--- src/hdl/tfv_pkg.sv ---
// Shared types, constants and codes for the telemetry frame validator.
package tfv_pkg;

    localparam int MAX_FRAME_BYTES = 256;
    localparam int TYPE_COUNT = 5;
    localparam int TYPE_REGS = 5;
    localparam int FRAME_OVERHEAD = 7;
    localparam int QUEUE_DEPTH = 2;

    localparam int CNT_W = $clog2(MAX_FRAME_BYTES + 1);
    localparam int SUM_W = 16 + $clog2(MAX_FRAME_BYTES);
    localparam int CMP_W = (CNT_W > 9) ? CNT_W : 9;
    localparam int QPTR_W = (QUEUE_DEPTH > 1) ? $clog2(QUEUE_DEPTH) : 1;
    localparam int QCNT_W = $clog2(QUEUE_DEPTH + 1);

    typedef enum logic [2:0] {
        ST_OK       = 3'd0,
        ST_SHORT    = 3'd1,
        ST_BAD_TYPE = 3'd2,
        ST_LEN      = 3'd3,
        ST_SUM      = 3'd4
    } t_status;

    typedef enum logic [2:0] {
        REG_MIN_LEN = 3'd0,
        REG_PLEN0   = 3'd1,
        REG_PLEN1   = 3'd2,
        REG_PLEN2   = 3'd3,
        REG_PLEN3   = 3'd4,
        REG_PLEN4   = 3'd5
    } t_reg_idx;

    typedef struct packed {
        logic [7:0]                  min_len;
        logic [TYPE_REGS-1:0][7:0]   payload_len;
    } t_cfg;

    typedef struct packed {
        logic [CNT_W-1:0] len;
        logic [SUM_W-1:0] sum;
        logic             pad;
        logic [7:0]       frame_type;
        logic [15:0]      rx_sum;
    } t_frame_rec;

    typedef struct packed {
        logic full;
        logic empty;
    } t_q_status;

endpackage

--- src/hdl/telemetry_frame_validator.sv ---
// Top level of the telemetry frame validator: configuration, front end, queue and back end.
// Throughput: one byte transfer per cycle while not stalled; one verdict transfer per cycle at most.
// The verdict passes through the queue write, the two back-end stages (pad add, first checksum fold)
// and the output register, which takes the second fold; an output stall holds every stage.
// A full two-entry queue stalls the input; it only fills while the output side is stalled.
// Synchronous active-low reset clears frame state, queue and pipeline, and loads register defaults.
module telemetry_frame_validator (
    input  logic        i_clk,
    input  logic        i_rst_n,
    input  logic        i_in_valid,
    output logic        o_in_stall,
    input  logic [7:0]  i_data_byte,
    input  logic        i_last_byte,
    output logic        o_out_valid,
    input  logic        i_out_stall,
    output logic        o_frame_ok,
    output logic [2:0]  o_status,
    output logic [7:0]  o_frame_type,
    output logic [8:0]  o_frame_length,
    output logic [15:0] o_computed_sum,
    input  logic        i_cfg_we,
    input  logic [2:0]  i_cfg_index,
    input  logic [7:0]  i_cfg_data
);
    import tfv_pkg::*;

    t_cfg       r_cfg;
    t_frame_rec front_rec, q_head;
    t_q_status  q_status;
    logic       in_accept, push, pop;

    always_ff @(posedge i_clk) begin
        if (!i_rst_n) begin
            r_cfg.min_len        <= 8'd7;
            r_cfg.payload_len[0] <= 8'd1;
            r_cfg.payload_len[1] <= 8'd50;
            r_cfg.payload_len[2] <= 8'd21;
            r_cfg.payload_len[3] <= 8'd21;
            r_cfg.payload_len[4] <= 8'd13;
        end else if (i_cfg_we) begin
            if (i_cfg_index == REG_MIN_LEN) begin
                r_cfg.min_len <= i_cfg_data;
            end else if ((i_cfg_index >= REG_PLEN0) && (i_cfg_index <= REG_PLEN4)) begin
                r_cfg.payload_len[3'(i_cfg_index - REG_PLEN0)] <= i_cfg_data;
            end
        end
    end

    assign o_in_stall = q_status.full;
    assign in_accept  = i_in_valid && !o_in_stall;

    tfv_front u_front (
        .i_clk       (i_clk),
        .i_rst_n     (i_rst_n),
        .i_accept    (in_accept),
        .i_data_byte (i_data_byte),
        .i_last_byte (i_last_byte),
        .o_push      (push),
        .o_rec       (front_rec)
    );

    tfv_queue u_queue (
        .i_clk    (i_clk),
        .i_rst_n  (i_rst_n),
        .i_push   (push),
        .i_rec    (front_rec),
        .i_pop    (pop),
        .o_head   (q_head),
        .o_status (q_status)
    );

    tfv_back u_back (
        .i_clk          (i_clk),
        .i_rst_n        (i_rst_n),
        .i_cfg          (r_cfg),
        .i_head         (q_head),
        .i_q_status     (q_status),
        .o_pop          (pop),
        .o_valid        (o_out_valid),
        .i_stall        (i_out_stall),
        .o_frame_ok     (o_frame_ok),
        .o_status       (o_status),
        .o_frame_type   (o_frame_type),
        .o_frame_length (o_frame_length),
        .o_computed_sum (o_computed_sum)
    );

    a_ok_matches_status: assert property (@(posedge i_clk) disable iff (!i_rst_n)
        o_out_valid |-> (o_frame_ok == (o_status == ST_OK)))
        else $error("frame_ok disagrees with status");

    a_ok_frame_sane: assert property (@(posedge i_clk) disable iff (!i_rst_n)
        (o_out_valid && o_frame_ok) |->
            ((o_frame_type < 8'(TYPE_COUNT)) && (o_frame_length >= 9'(FRAME_OVERHEAD))))
        else $error("good frame with impossible type or length");

    a_queue_consistent: assert property (@(posedge i_clk) disable iff (!i_rst_n)
        !(q_status.full && q_status.empty))
        else $error("queue reports full and empty");

    a_no_push_when_full: assert property (@(posedge i_clk) disable iff (!i_rst_n)
        push |-> !q_status.full)
        else $error("frame record pushed into a full queue");

endmodule

--- src/hdl/tfv_front.sv ---
// Front end: accepts frame bytes, tracks length, type and running sum, emits a frame record.
module tfv_front (
    input  logic              i_clk,
    input  logic              i_rst_n,
    input  logic              i_accept,
    input  logic [7:0]        i_data_byte,
    input  logic              i_last_byte,
    output logic              o_push,
    output tfv_pkg::t_frame_rec o_rec
);
    import tfv_pkg::*;

    logic [CNT_W-1:0] r_cnt, n_cnt;
    logic             r_high, n_high;
    logic [SUM_W-1:0] r_sum, n_sum;
    logic [7:0]       r_type, n_type;
    logic [7:0]       r_newer, n_newer;
    logic [7:0]       r_older, n_older;
    logic [7:0]       inv_byte;
    logic [SUM_W-1:0] add_val;

    always_comb begin
        n_cnt   = r_cnt;
        n_high  = r_high;
        n_sum   = r_sum;
        n_type  = r_type;
        n_newer = r_newer;
        n_older = r_older;
        inv_byte = r_older ^ 8'hFF;
        add_val = r_high ? SUM_W'({inv_byte, 8'h00}) : SUM_W'(inv_byte);
        if (i_accept && (r_cnt < CNT_W'(MAX_FRAME_BYTES))) begin
            if (r_cnt >= CNT_W'(2)) begin
                n_sum  = r_sum + add_val;
                n_high = !r_high;
            end
            if (r_cnt == CNT_W'(4)) begin
                n_type = i_data_byte;
            end
            n_older = r_newer;
            n_newer = i_data_byte;
            n_cnt   = r_cnt + CNT_W'(1);
        end
    end

    assign o_push           = i_accept && i_last_byte;
    assign o_rec.len        = n_cnt;
    assign o_rec.sum        = n_sum;
    assign o_rec.pad        = !n_high;
    assign o_rec.frame_type = n_type;
    assign o_rec.rx_sum     = {n_newer, n_older};

    always_ff @(posedge i_clk) begin
        if (!i_rst_n || o_push) begin
            r_cnt   <= '0;
            r_high  <= 1'b1;
            r_sum   <= '0;
            r_type  <= '0;
            r_newer <= '0;
            r_older <= '0;
        end else begin
            r_cnt   <= n_cnt;
            r_high  <= n_high;
            r_sum   <= n_sum;
            r_type  <= n_type;
            r_newer <= n_newer;
            r_older <= n_older;
        end
    end

endmodule

--- src/hdl/tfv_queue.sv ---
// Short queue of frame records between the front end and the back end.
module tfv_queue (
    input  logic                i_clk,
    input  logic                i_rst_n,
    input  logic                i_push,
    input  tfv_pkg::t_frame_rec i_rec,
    input  logic                i_pop,
    output tfv_pkg::t_frame_rec o_head,
    output tfv_pkg::t_q_status  o_status
);
    import tfv_pkg::*;

    t_frame_rec        r_mem [QUEUE_DEPTH];
    logic [QPTR_W-1:0] r_wr_ptr, r_rd_ptr;
    logic [QCNT_W-1:0] r_count;
    logic              do_push, do_pop;

    assign o_status.full  = (r_count == QCNT_W'(QUEUE_DEPTH));
    assign o_status.empty = (r_count == '0);
    assign do_push = i_push && !o_status.full;
    assign do_pop  = i_pop && !o_status.empty;
    assign o_head  = r_mem[r_rd_ptr];

    always_ff @(posedge i_clk) begin
        if (do_push) begin
            r_mem[r_wr_ptr] <= i_rec;
        end
    end

    always_ff @(posedge i_clk) begin
        if (!i_rst_n) begin
            r_wr_ptr <= '0;
            r_rd_ptr <= '0;
            r_count  <= '0;
        end else begin
            if (do_push) begin
                r_wr_ptr <= (r_wr_ptr == QPTR_W'(QUEUE_DEPTH - 1)) ? '0 : r_wr_ptr + 1'b1;
            end
            if (do_pop) begin
                r_rd_ptr <= (r_rd_ptr == QPTR_W'(QUEUE_DEPTH - 1)) ? '0 : r_rd_ptr + 1'b1;
            end
            if (do_push && !do_pop) begin
                r_count <= r_count + QCNT_W'(1);
            end else if (do_pop && !do_push) begin
                r_count <= r_count - QCNT_W'(1);
            end
        end
    end

endmodule

--- src/hdl/tfv_back.sv ---
// Back end: folds the checksum, runs the frame checks and holds the verdict.
module tfv_back (
    input  logic                i_clk,
    input  logic                i_rst_n,
    input  tfv_pkg::t_cfg       i_cfg,
    input  tfv_pkg::t_frame_rec i_head,
    input  tfv_pkg::t_q_status  i_q_status,
    output logic                o_pop,
    output logic                o_valid,
    input  logic                i_stall,
    output logic                o_frame_ok,
    output logic [2:0]          o_status,
    output logic [7:0]          o_frame_type,
    output logic [8:0]          o_frame_length,
    output logic [15:0]         o_computed_sum
);
    import tfv_pkg::*;

    logic             advance;
    logic             r_s1_valid, r_s2_valid, r_out_valid;
    logic [SUM_W-1:0] r_s1_sum;
    t_status          r_s1_pre, r_s2_pre, n_pre;
    logic [16:0]      r_s2_fold;
    logic [CNT_W-1:0] r_s1_len, r_s2_len;
    logic [7:0]       r_s1_type, r_s2_type;
    logic [15:0]      r_s1_rx, r_s2_rx;
    logic [15:0]      fold2;
    logic [CMP_W-1:0] exp_len;
    t_status          r_status, n_status;
    logic [7:0]       r_type;
    logic [8:0]       r_len;
    logic [15:0]      r_sum;

    assign advance = !r_out_valid || !i_stall;
    assign o_pop   = advance && !i_q_status.empty;

    always_comb begin
        exp_len = CMP_W'(i_cfg.payload_len[i_head.frame_type[2:0]]) + CMP_W'(FRAME_OVERHEAD);
        if (CMP_W'(i_head.len) < CMP_W'(i_cfg.min_len)) begin
            n_pre = ST_SHORT;
        end else if (i_head.frame_type >= 8'(TYPE_COUNT)) begin
            n_pre = ST_BAD_TYPE;
        end else if (CMP_W'(i_head.len) != exp_len) begin
            n_pre = ST_LEN;
        end else begin
            n_pre = ST_OK;
        end
    end

    always_comb begin
        fold2 = 16'(r_s2_fold[16]) + r_s2_fold[15:0];
        if ((r_s2_pre == ST_OK) && (fold2 != r_s2_rx)) begin
            n_status = ST_SUM;
        end else begin
            n_status = r_s2_pre;
        end
    end

    always_ff @(posedge i_clk) begin
        if (advance) begin
            r_s1_sum  <= i_head.sum + (i_head.pad ? SUM_W'(8'hFF) : SUM_W'(0));
            r_s1_pre  <= n_pre;
            r_s1_len  <= i_head.len;
            r_s1_type <= i_head.frame_type;
            r_s1_rx   <= i_head.rx_sum;
            r_s2_fold <= 17'(r_s1_sum[SUM_W-1:16]) + 17'(r_s1_sum[15:0]);
            r_s2_pre  <= r_s1_pre;
            r_s2_len  <= r_s1_len;
            r_s2_type <= r_s1_type;
            r_s2_rx   <= r_s1_rx;
            r_status  <= n_status;
            r_type    <= r_s2_type;
            r_len     <= 9'(r_s2_len);
            r_sum     <= fold2;
        end
    end

    always_ff @(posedge i_clk) begin
        if (!i_rst_n) begin
            r_s1_valid  <= 1'b0;
            r_s2_valid  <= 1'b0;
            r_out_valid <= 1'b0;
        end else if (advance) begin
            r_s1_valid  <= !i_q_status.empty;
            r_s2_valid  <= r_s1_valid;
            r_out_valid <= r_s2_valid;
        end
    end

    assign o_valid        = r_out_valid;
    assign o_status       = r_status;
    assign o_frame_ok     = (r_status == ST_OK);
    assign o_frame_type   = r_type;
    assign o_frame_length = r_len;
    assign o_computed_sum = r_sum;

endmodule

--- config.mk ---
export PLATFORM = sky130hd
export DESIGN_NAME = telemetry_frame_validator
export DESIGN_NICKNAME = d
export VERILOG_FILES = /design/src/hdl/tfv_pkg.sv /design/src/hdl/telemetry_frame_validator.sv /design/src/hdl/tfv_front.sv /design/src/hdl/tfv_queue.sv /design/src/hdl/tfv_back.sv
export SDC_FILE = /design/constraint.sdc
export NUM_CORES = 1
export LEC_CHECK = 0
export ABC_AREA = 1
export BUFFER_PORTS_ARGS = -buffer_cell sky130_fd_sc_hd__buf_2
export CAP_MARGIN = 10
export CORE_AREA = 2 2 209 211
export DETAILED_ROUTE_END_ITERATION = 6
export DIE_AREA = 0 0 211 213
export PLACE_DENSITY = 0.61
export SYNTH_ARGS = -nofsm -noshare
export SYNTH_HDL_FRONTEND = slang
export SYNTH_SLANG_ARGS = --single-unit
--- constraint.sdc ---
create_clock -name i_clk -period 7.24 [get_ports i_clk]
set_input_delay 1.086 -clock i_clk [delete_from_list [all_inputs] [get_ports i_clk]]
set_output_delay 1.086 -clock i_clk [all_outputs]
set_load 0.05 [all_outputs]
# --- After elaboration in Yosys (flattened, before gate mapping) ---
# Memory sizes are Yosys's and may differ from the RTL's. A register that Yosys moved wholly into a read port is not among the register bits.
# Cells that the tools add are included.
word_totals:
  ramBits: 116
  regBits: 262
  in_bits: 25
  mem_count: 1
  word_cells: 116
memory_table:
  columns: ["memory", "words", "width", "rd", "rd_ports_with_merged_regs", "wr", "line", "source"]
  rows:
  - ["u_queue.r_mem", 2, 58, 1, 1, 1, "tfv_queue.sv:13", "t_frame_rec r_mem [QUEUE_DEPTH];"]
classes:
  n_reduce_logical: 30
  eq_ne: 4
  n_bitwise: 2
  mux: 26
  n_addsub: 11
  order_cmp: 9
ops:
  columns: ["cell", "n"]
  rows:
  - ["$mux 8", 7]
  - ["$add 24x24->24", 2]
  - ["$mux 24", 2]
  - ["$bwmux 40", 1]
  - ["$bmux 8 s3", 1]
  - ["$demux 8 s3", 1]
  - ["$add 8x16->17", 1]
  - ["$add 1x16->16", 1]
  - ["$mux 16", 1]
  - ["$ne 16x16->1", 1]
  - ["$logic_and 1x1->1", 11]
  - ["$add 8x3->9 const B", 1]
  - ["$add 9x1->9 const B", 1]
  - ["$eq 9x3->1 const B", 1]
  - ["$ge 9x2->1 const B", 1]
  - ["$logic_not 1->1", 9]
  - ["$logic_not 3->1", 3]
  - ["$lt 9x8->1", 1]
  - ["$lt 9x9->1 const B", 1]
  - ["$mux 9", 1]
  - ["$ne 9x9->1", 1]
  - ["$ge 8x3->1 const B", 1]
  - ["$lt 3x4->1 const B", 2]
  - ["$mux 1", 8]
  - ["other kinds (16)", 22]

# --- Logic depth before layout (Yosys ltp) ---
# Gate-level depths: netlist of the first run.
logic_depth:
  ltp_word: 9
  depth_mapped: 21

# --- Hierarchy ---
# A second synthesis of the first run with hierarchy kept.
unflattened:
  cells_unflattened: 1818
  area_unflattened_um2: 18022.3
modules_own_cells:
  columns: ["mod", "area_each_um2", "seq_area_each_um2", "cells_each", "instances"]
  rows:
  - ["tfv_back", 7453.4, 4474.3, 681, 1]
  - ["tfv_queue", 4501.8, 3583.4, 218, 1]
  - ["tfv_front", 3928.8, 1161.1, 636, 1]
  - ["telemetry_frame_validator", 2138.3, 960.9, 283, 1]

# --- Worst setup path before layout of the first run ---
# No wires, ideal clock.
synth_path:
  path_kind: "input to register"
  startpoint: "input i_out_stall"
  endpoint: "register u_queue.r_count[1]"
  setup_slack_ps: 1306
  path_stages: 9
  arrival_time_ps: 5812
  setup_time_ps: 122
  path_buffers: 0
  path_cell_list: "nand2_1 -> inv_1 -> a21oi_1 -> inv_1 -> ha_1 -> a21oi_1 -> o21ai_0 -> o21ai_0 -> a21oi_1"
synth_between:
  elab_chain_cells: 7
  elab_cells_between_ends: 9
  classes_between: "mux (1); reduce/logical (8)"
synth_lines:
  columns: ["element", "line", "source"]
  rows:
  - ["start, declared", "telemetry_frame_validator.sv:15", "input logic i_out_stall,"]
  - ["$logic_not 1->1 (*)", "tfv_back.sv:34", "assign advance = !r_out_valid || !i_stall;"]
  - ["$logic_or 1x1->1 (*)", "tfv_back.sv:34", null]
  - ["$logic_and 1x1->1 (*)", "tfv_back.sv:35", "assign o_pop = advance && !i_q_status.empty;"]
  - ["$logic_and 1x1->1 (*)", "tfv_queue.sv:21", "assign do_pop = i_pop && !o_status.empty;"]
  - ["$logic_not 1->1", "tfv_queue.sv:42", "if (do_push && !do_pop) begin"]
  - ["$logic_and 1x1->1", "tfv_queue.sv:42", null]
  - ["$mux 2 or $reduce_bool 2->1 (tied branches)", null, null]
  - ["end signal, assigned", "tfv_queue.sv:43", "r_count <= r_count + QCNT_W'(1);"]
  - ["end signal, assigned", "tfv_queue.sv:45", "r_count <= r_count - QCNT_W'(1);"]
  - ["end, declared", "tfv_queue.sv:15", "logic [QCNT_W-1:0] r_count;"]
# Every way passes the cells marked *; elsewhere a longest branch is shown, timed or not.
# A chain may end at the register's enable or synchronous reset.

==> results of run 1 <==
-- layout by cell type, fill, tap and decap left out, types with 7 or more instances in the layout --
master,netlist,final
a21oi_1,74,74
nand3_1,79,79
nor2_1,142,140
or2_2,37,37
nor3_1,23,23
o21ai_0,95,95
nand4_1,13,13
clkinvlp_4,0,7
xnor2_1,25,25
buf_2,2,63
xor2_1,50,50
clkbuf_16,0,41
o211ai_1,11,11
a211oi_1,9,9
dfxtp_1,114,113
edfxtp_1,263,263
clkinv_1,2,10
ha_1,49,49
inv_1,187,187
and2_1,11,11
nand2_1,385,384
mux2i_1,13,13
buf_4,1,9
-- area by class of cell --
class                      count  area (µm²)
antenna                        2        5.00
clock buffer                  46        1050
clock inverter                28         267
fill                        3924       23600
inverter                     193         729
multi-input combinational   1067        5750
sequential                   377       10200
tap                          546         683
timing repair buffer          72         383
-- through the flow --
stage                     hold slack [ns]  cells  instance area, µm²  power [µW]  utilization
after floorplan                     0.400   1674               16800        4980            -
after global placement              0.403   2255               17700        5480        0.415
after detailed placement            0.405   2255               17700        5530        0.415
after CTS                           0.417   2329               19000        7580        0.446
after global routing                0.420   2329               19000        7990        0.446
final                               0.417   2331               19000        7510        0.446
-- cell families (layout without fill, tap and decap cells) --
group | count (synthesis) | count (layout) | synth area share
and+or+nand+nor | 716 | 716 | 0.184
DFF | 377 | 377 | 0.605
buffers and inverters | 230 | 339 | 0.0542
AOI/OAI and AO/OA | 211 | 211 | 0.0694
xor gates and xnor gates | 75 | 75 | 0.0391
adders and majority gates | 52 | 52 | 0.0400
muxes | 13 | 13 | 0.00774
other | 0 | 2 | 0
-- state kept, by name, summed over array words and instances, names as in the netlist, 16 cells and up, named ones only --
| signal | flops |
|---|---|
| u_back.r_s1_sum | 24 |
| r_cfg | 48 |
| u_queue.r_mem | 116 |
| u_back.r_s1_rx | 16 |
| u_back.r_s2_rx | 16 |
| u_back.r_s2_fold | 17 |
| u_back.o_computed_sum | 16 |
| u_front.r_sum | 24 |
-- worst paths after layout --
check / slack (ns) / start / to
min: 0.42 / u_back.r_s1_rx[9] / u_back.r_s2_rx[9]
max reg2reg: 3.37 / flip-flop / u_back.r_s1_sum[22]
max: 3.37 / flip-flop / u_back.r_s1_sum[22]
min reg2reg: 0.42 / u_back.r_s1_rx[9] / u_back.r_s2_rx[9]
-- metal layers --
layer	part of all wire	vias to the layer above	wire [µm]
met4	0.015	0	514
met2	0.42	237	14200
met5	0	-	0
met1	0.50	5198	16600
met3	0.064	36	2140
li1	-	5738	-
-- report_power, final --
| part | switching [µW] | internal (µW) |
|---|---|---|
| Combinational | 1600 | 704 |
| Clock | 834 | 1200 |
| Sequential | 204 | 2970 |
| Total | 2640 | 4870 |
-- worst reg2reg max path: stages, from the launching register on --
cell      delay [ns]
dfxtp_2         0.35
buf_4           0.60
o21ai_0         0.35
inv_1           0.28
ha_1            0.21
inv_1           0.06
fa_1            0.39
nand3b_1        0.17
nand2_1         0.11
a21boi_0        0.13
o21bai_1        0.14
a21oi_1         0.12
nor3_1          0.37
nand3_1         0.15
xor2_1          0.17
==> flow_summary.toml, run 1 <==
[detailed_routing]
num_vias = 11200
firstDrtPassIters = 7
first_iter_violations = 768
vias_per_cell = 4.81
drc = 0
drt-total-wl_mm = 33.4
drtAntennaViolNets = 0
wl_per_cell_um = 14.3

[logic_synthesis]
yosysMostFrequentCell = "nand2_1"
yosysWarningCount = 0
synth_cells = 1674
synth.avg_cell_area_um2 = 10.0
ys_top_cells_by_count = "385 x nand2_1, 263 x edfxtp_1, 187 x inv_1"
synth-seq-cells = 377
ys.flop_type = "edfxtp_1"
ys_types = 45
synth_edf_count = 263
synthArstFlopShare = 0
seq_area_frac_synth = 0.605
synth_area_leaders = "edfxtp_1 47%, dfxtp_1 14%, nand2_1 8.6%"
synth_area_leader_cell = "edfxtp_1"
synth_top_area_frac = 0.470
synthesis.nets = 1751
netlist_area_mm2 = 0.0168

[global_route]
grt_pass1_wl_mm = 54.1
grtUsageMet3 = 0.0297
grt_pass1_vias = 10500
grt_max_degree = 66
grtUsageMet1 = 0.223
grt_use_total = 0.151
use_met2 = 0.226
antenna_found_initial = 2
grt_busiest_layer = "met2"
grt.overflow.total = 0

[critical_path]
cp.depth = 14
critPathBufInv = 3
arrival_ns = 4.13
crit_chain = "buf_4 > o21ai_0 > inv_1 > ha_1 > inv_1 > fa_1 > nand3b_1 > nand2_1 > a21boi_0 > o21bai_1 > a21oi_1 > nor3_1 > nand3_1 > xor2_1"
cp_top_family = "buffers and inverters"
start_kind = "flip-flop"
cpMaxStageDelayCell = "buf_4"
endpoint_kind = "flip-flop"
required_ns = 7.50
critPathMostFrequentCell = "inv_1"
cp_max_fo = 61
crit_type = "reg -> reg"
worstRegToRegCells = 14
slowest_delay_ns = 0.60

[clock_network]
clock_latency_ns = 0.54
cts_setup_buffers = 0
clockBufferDepth = 3
root_buffer = "clkbuf_16"
cts_hold_buf = 0
postCtsResizedCells = 0
clkTransAtPathRegs_ns = 0.06
htreeDepth = 2
cts.sinks = 377
cts_tree = "done"
cts_buffers = 40

[pwr]
power.density_mw_per_mm2 = 394
power_leakage_uw = 0.00813
worst_ir_drop_vdd_mv = 0.195

[placement]
port_buffers = 63
dpl.hpwl_mm = 23.4
gp_congestion = 0.798
dpl_worst_slack_ns = 3.35

[worst_hold_path]
hp-class = "reg -> reg"
hold_depth = 0

[finish]
areaGrowthSynthToFinish_pct = 13.3
nets = 1828
drive_gt1_frac = 0.109

[run]
maxCapViolations = 0

[floorplan]
row_count = 76
coreArea_mm2 = 0.0427
die_h_um = 213
die_area_mm2 = 0.0449
die_w_um = 211
start_util = 0.394
num_io_pins = 64

[sta]
post-route-min-period_ns = 3.87
finalWorstSetupSlack_ns = 3.37
fin_crit_sh = 0.535
slew_viol_final = 0
maxSlewHeadroom = 0.323
setup_tns_ns = 0
worst_pin_slew_ns = 1.01
rsz0062_at_grt = "false"
finalSetupViolCount = 0
skew_ns = 0.0221
max_freq_mhz = 258
final_hold_viol_count = 0

[outcome]
status = "finished clean"
(Power assumes the default switching activity.)
==> run 2: changes to the inputs <==
==> constraint.sdc (replaced) <==
create_clock -name i_clk -period 3.8 [get_ports i_clk]
set_input_delay 0.57 -clock i_clk [delete_from_list [all_inputs] [get_ports i_clk]]
set_output_delay 0.57 -clock i_clk [all_outputs]
set_load 0.05 [all_outputs]
==> run 2 against run 1 <==
Net effect: design area is essentially flat; die area is the same; final cell count grew 0.13%; critical path depth grew 2; clock-buffer cell count grew 7; sequential cell count is the same; fmax grew 18%; critical path type unchanged.
==> flow_summary.toml, run 2 (same netlist as run 1, synthesis figures left out) <==
[outcome]
status = "finished clean"

[clock_network]
cts_tree = "done"
cts.sinks = 377
cts_setup_buffers = 0
clkTransAtPathRegs_ns = 0.06
clock_latency_ns = 0.55
root_buffer = "clkbuf_16"
cts_buffers = 40
cts_hold_buf = 0
clockBufferDepth = 3
htreeDepth = 2
postCtsResizedCells = 0

[critical_path]
arrival_ns = 3.58
start_kind = "flip-flop"
cp_max_fo = 12
required_ns = 4.10
crit_type = "reg -> reg"
endpoint_kind = "flip-flop"

[global_route]
use_met2 = 0.233
grtUsageMet1 = 0.227
grt_pass1_wl_mm = 55.3
grt_busiest_layer = "met2"
antenna_found_initial = 2
grt_max_degree = 59
grt_use_total = 0.155
grtUsageMet3 = 0.0307
grt.overflow.total = 0
grt_pass1_vias = 10700

[detailed_routing]
wl_per_cell_um = 14.3
num_vias = 11100
vias_per_cell = 4.77
drtAntennaViolNets = 0
drc = 0
first_iter_violations = 836
firstDrtPassIters = 6
drt-total-wl_mm = 33.3

[sta]
slew_viol_final = 0
finalSetupViolCount = 0
setup_tns_ns = 0
post-route-min-period_ns = 3.28
skew_ns = 0.0191
final_hold_viol_count = 0
max_freq_mhz = 305
fin_crit_sh = 0.863
rsz0062_at_grt = "false"
worst_pin_slew_ns = 0.974
maxSlewHeadroom = 0.350

[finish]
fillCellCount = 3946
layout_commonest_cell = "nand2_1"
reg.largest.list = "u_queue.r_mem x116, r_cfg x48"
multi_input_area_mm2 = 0.00575
areaGrowthSynthToFinish_pct = 13.4
final_cell_mix = "384 x nand2_1, 263 x edfxtp_1, 187 x inv_1"
fin_cells = 2334
fin_area_mm2 = 0.0191
largest_register_ffs = 116
final_core_util = 0.447
drive_gt1_frac = 0.110
top_register = "u_queue.r_mem"
nets = 1833
regArea_mm2 = 0.0102

[run]
maxCapViolations = 0

[floorplan]
start_util = 0.394
row_count = 76
die_area_mm2 = 0.0449
die_w_um = 211
die_h_um = 213
num_io_pins = 64
coreArea_mm2 = 0.0427

[placement]
port_buffers = 63
place_inst = 2260
placed_area_mm2 = 0.0178
dpl.hpwl_mm = 23.6
gp_congestion = 0.798

[worst_hold_path]
hp-class = "in -> reg"
worstHoldStart = "i_data_byte[3]"

[pwr]
power.density_mw_per_mm2 = 747
worst_ir_drop_vdd_mv = 0.311
seq_power_share = 0.425
p_comb_frac = 0.310
clockPowerShare = 0.265
internal-power_uw = 9220
netSwitchingFraction = 0.352
power_leakage_uw = 0.00814
p_switching_uw = 5020
power.total_uw = 14200
==> run 2: changes by cell type in the layout (fill, tap and decap cells not counted), sizes merged <==
cell,before,now
bufinv,4,3
diode,2,1
buf,72,77
clkbuf,46,53
inv,194,192
clkinv,16,15
clkinvlp,7,3
==> run 2: metrics by stage <==
step                setup slack (ns)  hold WS (ns)
finish                         0.520         0.312
CTS                            0.515         0.283
global route                   0.116         0.323
floorplan                     0.0175         0.400
global placement               0.584         0.404
detailed placement             0.543         0.405
==> run 2: worst max-delay path, cell delays in order (launching register included) <==
cell	delay, ns
dfxtp_2	0.34
inv_4	0.10
or2_2	0.11
o21ai_0	0.14
inv_1	0.27
ha_1	0.23
inv_1	0.06
fa_1	0.39
nand3b_1	0.17
nand2_1	0.10
a21boi_0	0.13
o21bai_1	0.15
a21oi_1	0.12
nor3_1	0.37
nand2_1	0.12
xnor2_1	0.16
inv_1	0.05
==> run 2: routing by layer <==
metal,share of wire,routed length [µm],vias to the layer above
li1,-,-,5742
met3,0.062,2060,47
met4,0.019,631,2
met1,0.50,16600,5096
met2,0.42,14100,245
met5,0.00042,14,-
==> run 2: final timing paths <==
path | end | cells after the start | slack (ns)
max | u_back.r_s1_sum[20] | 16 | 0.52
min | u_front.r_type[3] | 3 | 0.31
max reg2reg | u_back.r_s1_sum[20] | 16 | 0.52
min reg2reg | u_back.r_s2_type[6] | 0 | 0.42
==> run 2: area by class of cell <==
type                       count  share of cell area
multi-input combinational   1067               0.302
clock inverter                20              0.0106
antenna                        1            0.000131
tap                          546              0.0358
timing repair buffer          77              0.0227
clock buffer                  53              0.0566
sequential                   377               0.534
inverter                     193              0.0383
==> run 2: power groups by stage <==
stage	sequential (µW)	combinational [µW]	clock, µW
floorplan	6690	2780	0
global placement	6120	4340	0
detailed placement	6150	4430	0
CTS	6060	4440	3890
global route	6160	4980	4050
finish	6050	4410	3780
==> run 3: changes to the inputs <==
--- a/config.mk
+++ b/config.mk
@@ -8,10 +8,10 @@
 export ABC_AREA = 1
 export BUFFER_PORTS_ARGS = -buffer_cell sky130_fd_sc_hd__buf_2
 export CAP_MARGIN = 10
-export CORE_AREA = 2 2 209 211
+export CORE_AREA = 2 2 187 189
 export DETAILED_ROUTE_END_ITERATION = 6
-export DIE_AREA = 0 0 211 213
-export PLACE_DENSITY = 0.61
+export DIE_AREA = 0 0 189 191
+export PLACE_DENSITY = 0.72
 export SYNTH_ARGS = -nofsm -noshare
 export SYNTH_HDL_FRONTEND = slang
 export SYNTH_SLANG_ARGS = --single-unit
==> run 3 against run 2 <==
Net effect: clock skew shrank 0.0069 ns; critical path depth is the same; sequential power is essentially flat; die area shrank 20%; wire length shrank 2.1%; sequential share of layout area grew 0.33 points.
==> flow_summary.toml, run 3 (same netlist as run 1, synthesis figures left out) <==
[run]
maxCapViolations = 0

[clock_network]
clkTransAtPathRegs_ns = 0.06
root_buffer = "clkbuf_16"
cts_hold_buf = 0
cts_buffers = 39
postCtsResizedCells = 0
cts.sinks = 377
clock_latency_ns = 0.53
htreeDepth = 2
cts_setup_buffers = 0
clockBufferDepth = 3
cts_tree = "done"

[finish]
regArea_mm2 = 0.0102
areaGrowthSynthToFinish_pct = 12.7
largest_register_ffs = 116
nets = 1831
final_cell_mix = "384 x nand2_1, 263 x edfxtp_1, 187 x inv_1"
multi_input_area_mm2 = 0.00575
num_antenna_cells = 0
reg.largest.list = "u_queue.r_mem x116, r_cfg x48"
drive_gt1_frac = 0.107
fillCellCount = 2941
top_register = "u_queue.r_mem"
layout_commonest_cell = "nand2_1"

[floorplan]
die_h_um = 191
num_io_pins = 64
die_area_mm2 = 0.0361
die_w_um = 189
row_count = 68
coreArea_mm2 = 0.0341
start_util = 0.493

[sta]
rsz0062_at_grt = "false"
maxSlewHeadroom = 0.264
slew_viol_final = 0
post-route-min-period_ns = 3.31
max_freq_mhz = 302
final_hold_viol_count = 0
setup_tns_ns = 0
skew_ns = 0.0123
finalWorstSetupSlack_ns = 0.486
worst_pin_slew_ns = 1.10
finalSetupViolCount = 0
fin_crit_sh = 0.872

[global_route]
grt_max_degree = 96
grt_pass1_vias = 10600
grt_use_total = 0.186
antenna_found_initial = 0
grt.overflow.total = 0
grt_pass1_wl_mm = 53.8

[critical_path]
r2r-end = "u_back.r_s1_sum[18]"
start_kind = "flip-flop"
worstRegToRegCells = 16
endpoint = "u_back.r_s1_sum[18]"
arrival_ns = 3.57
required_ns = 4.06
r2r_setup_slack_ns = 0.49
cp_max_fo = 17
crit_type = "reg -> reg"
endpoint_kind = "flip-flop"

[pwr]
power.total_uw = 14300
power.density_mw_per_mm2 = 755
worst_ir_drop_vdd_mv = 0.439
power_leakage_uw = 0.00814

[detailed_routing]
drt-total-wl_mm = 32.6
first_iter_violations = 846
drtAntennaViolNets = 0
drc = 0
vias_per_cell = 5.05
wl_per_cell_um = 14.6
firstDrtPassIters = 5
num_vias = 11300

[worst_hold_path]
hp-class = "in -> reg"

[placement]
dpl.hpwl_mm = 22.9
dpl_worst_slack_ns = 0.458
port_buffers = 63
gp_congestion = 0.827

[outcome]
status = "finished clean"
-- run 3: per-layer routing --
| layer | routed length [µm] | track usage | share of wire |
|---|---|---|---|
| met5 | 0 | 0 | 0 |
| met2 | 14200 | 0.287 | 0.44 |
| met1 | 15800 | 0.272 | 0.48 |
| met4 | 757 | 0.0553 | 0.023 |
| met3 | 1840 | 0.0288 | 0.056 |
-- run 3: report_power, final --
| part | switching, µW | internal, µW | total [µW] |
|---|---|---|---|
| Clock | 1500 | 2360 | 3860 |
| Combinational | 3040 | 1350 | 4390 |
| Sequential | 405 | 5650 | 6060 |
| Total | 4950 | 9360 | 14300 |
-- run 3: stage by stage --
step | instances | util | cell area (µm²) | hold WS (ns)
floorplan | 1674 | - | 16800 | 0.400
global placement | 2168 | 0.517 | 17600 | 0.402
detailed placement | 2168 | 0.517 | 17600 | 0.405
CTS | 2238 | 0.555 | 18900 | 0.328
global route | 2238 | 0.555 | 18900 | 0.341
finish | 2238 | 0.555 | 18900 | 0.340
-- run 3: cell type report --
cell class / instances / share of cell area
flip-flops and latches: 377 / 0.537
clock inverters: 18 / 0.0130
repair buffers: 76 / 0.0218
inverters: 193 / 0.0385
well taps: 455 / 0.0300
multi-input cells: 1067 / 0.304
clock buffers: 52 / 0.0557
-- run 3: worst min-delay path by stage --
stage / endpoint / depth (start not counted) / slack [ns] / from
after floorplan: u_back.o_frame_length[0] / 0 / 0.40 / u_back.r_s2_len[0]
after global placement: u_back.o_frame_length[5] / 0 / 0.40 / u_back.r_s2_len[5]
after detailed placement: u_back.o_frame_type[0] / 0 / 0.40 / u_back.r_s2_type[0]
after CTS: u_front.r_type[3] / 3 / 0.33 / i_data_byte[3]
after global routing: u_front.r_type[3] / 3 / 0.34 / i_data_byte[3]
final: u_front.r_type[3] / 3 / 0.34 / i_data_byte[3]
-- run 3: critical path, cell delays in order, from the launching register on --
cell      delay [ns]
dfxtp_2         0.35
inv_4           0.17
or2_2           0.14
o21ai_0         0.13
inv_1           0.26
ha_1            0.22
inv_1           0.06
fa_1            0.39
nand3b_1        0.17
nand2_1         0.10
a21boi_0        0.13
o21bai_1        0.15
a21oi_1         0.12
nor3_1          0.36
nand2_1         0.09
nor2_1          0.14
xnor2_1         0.08
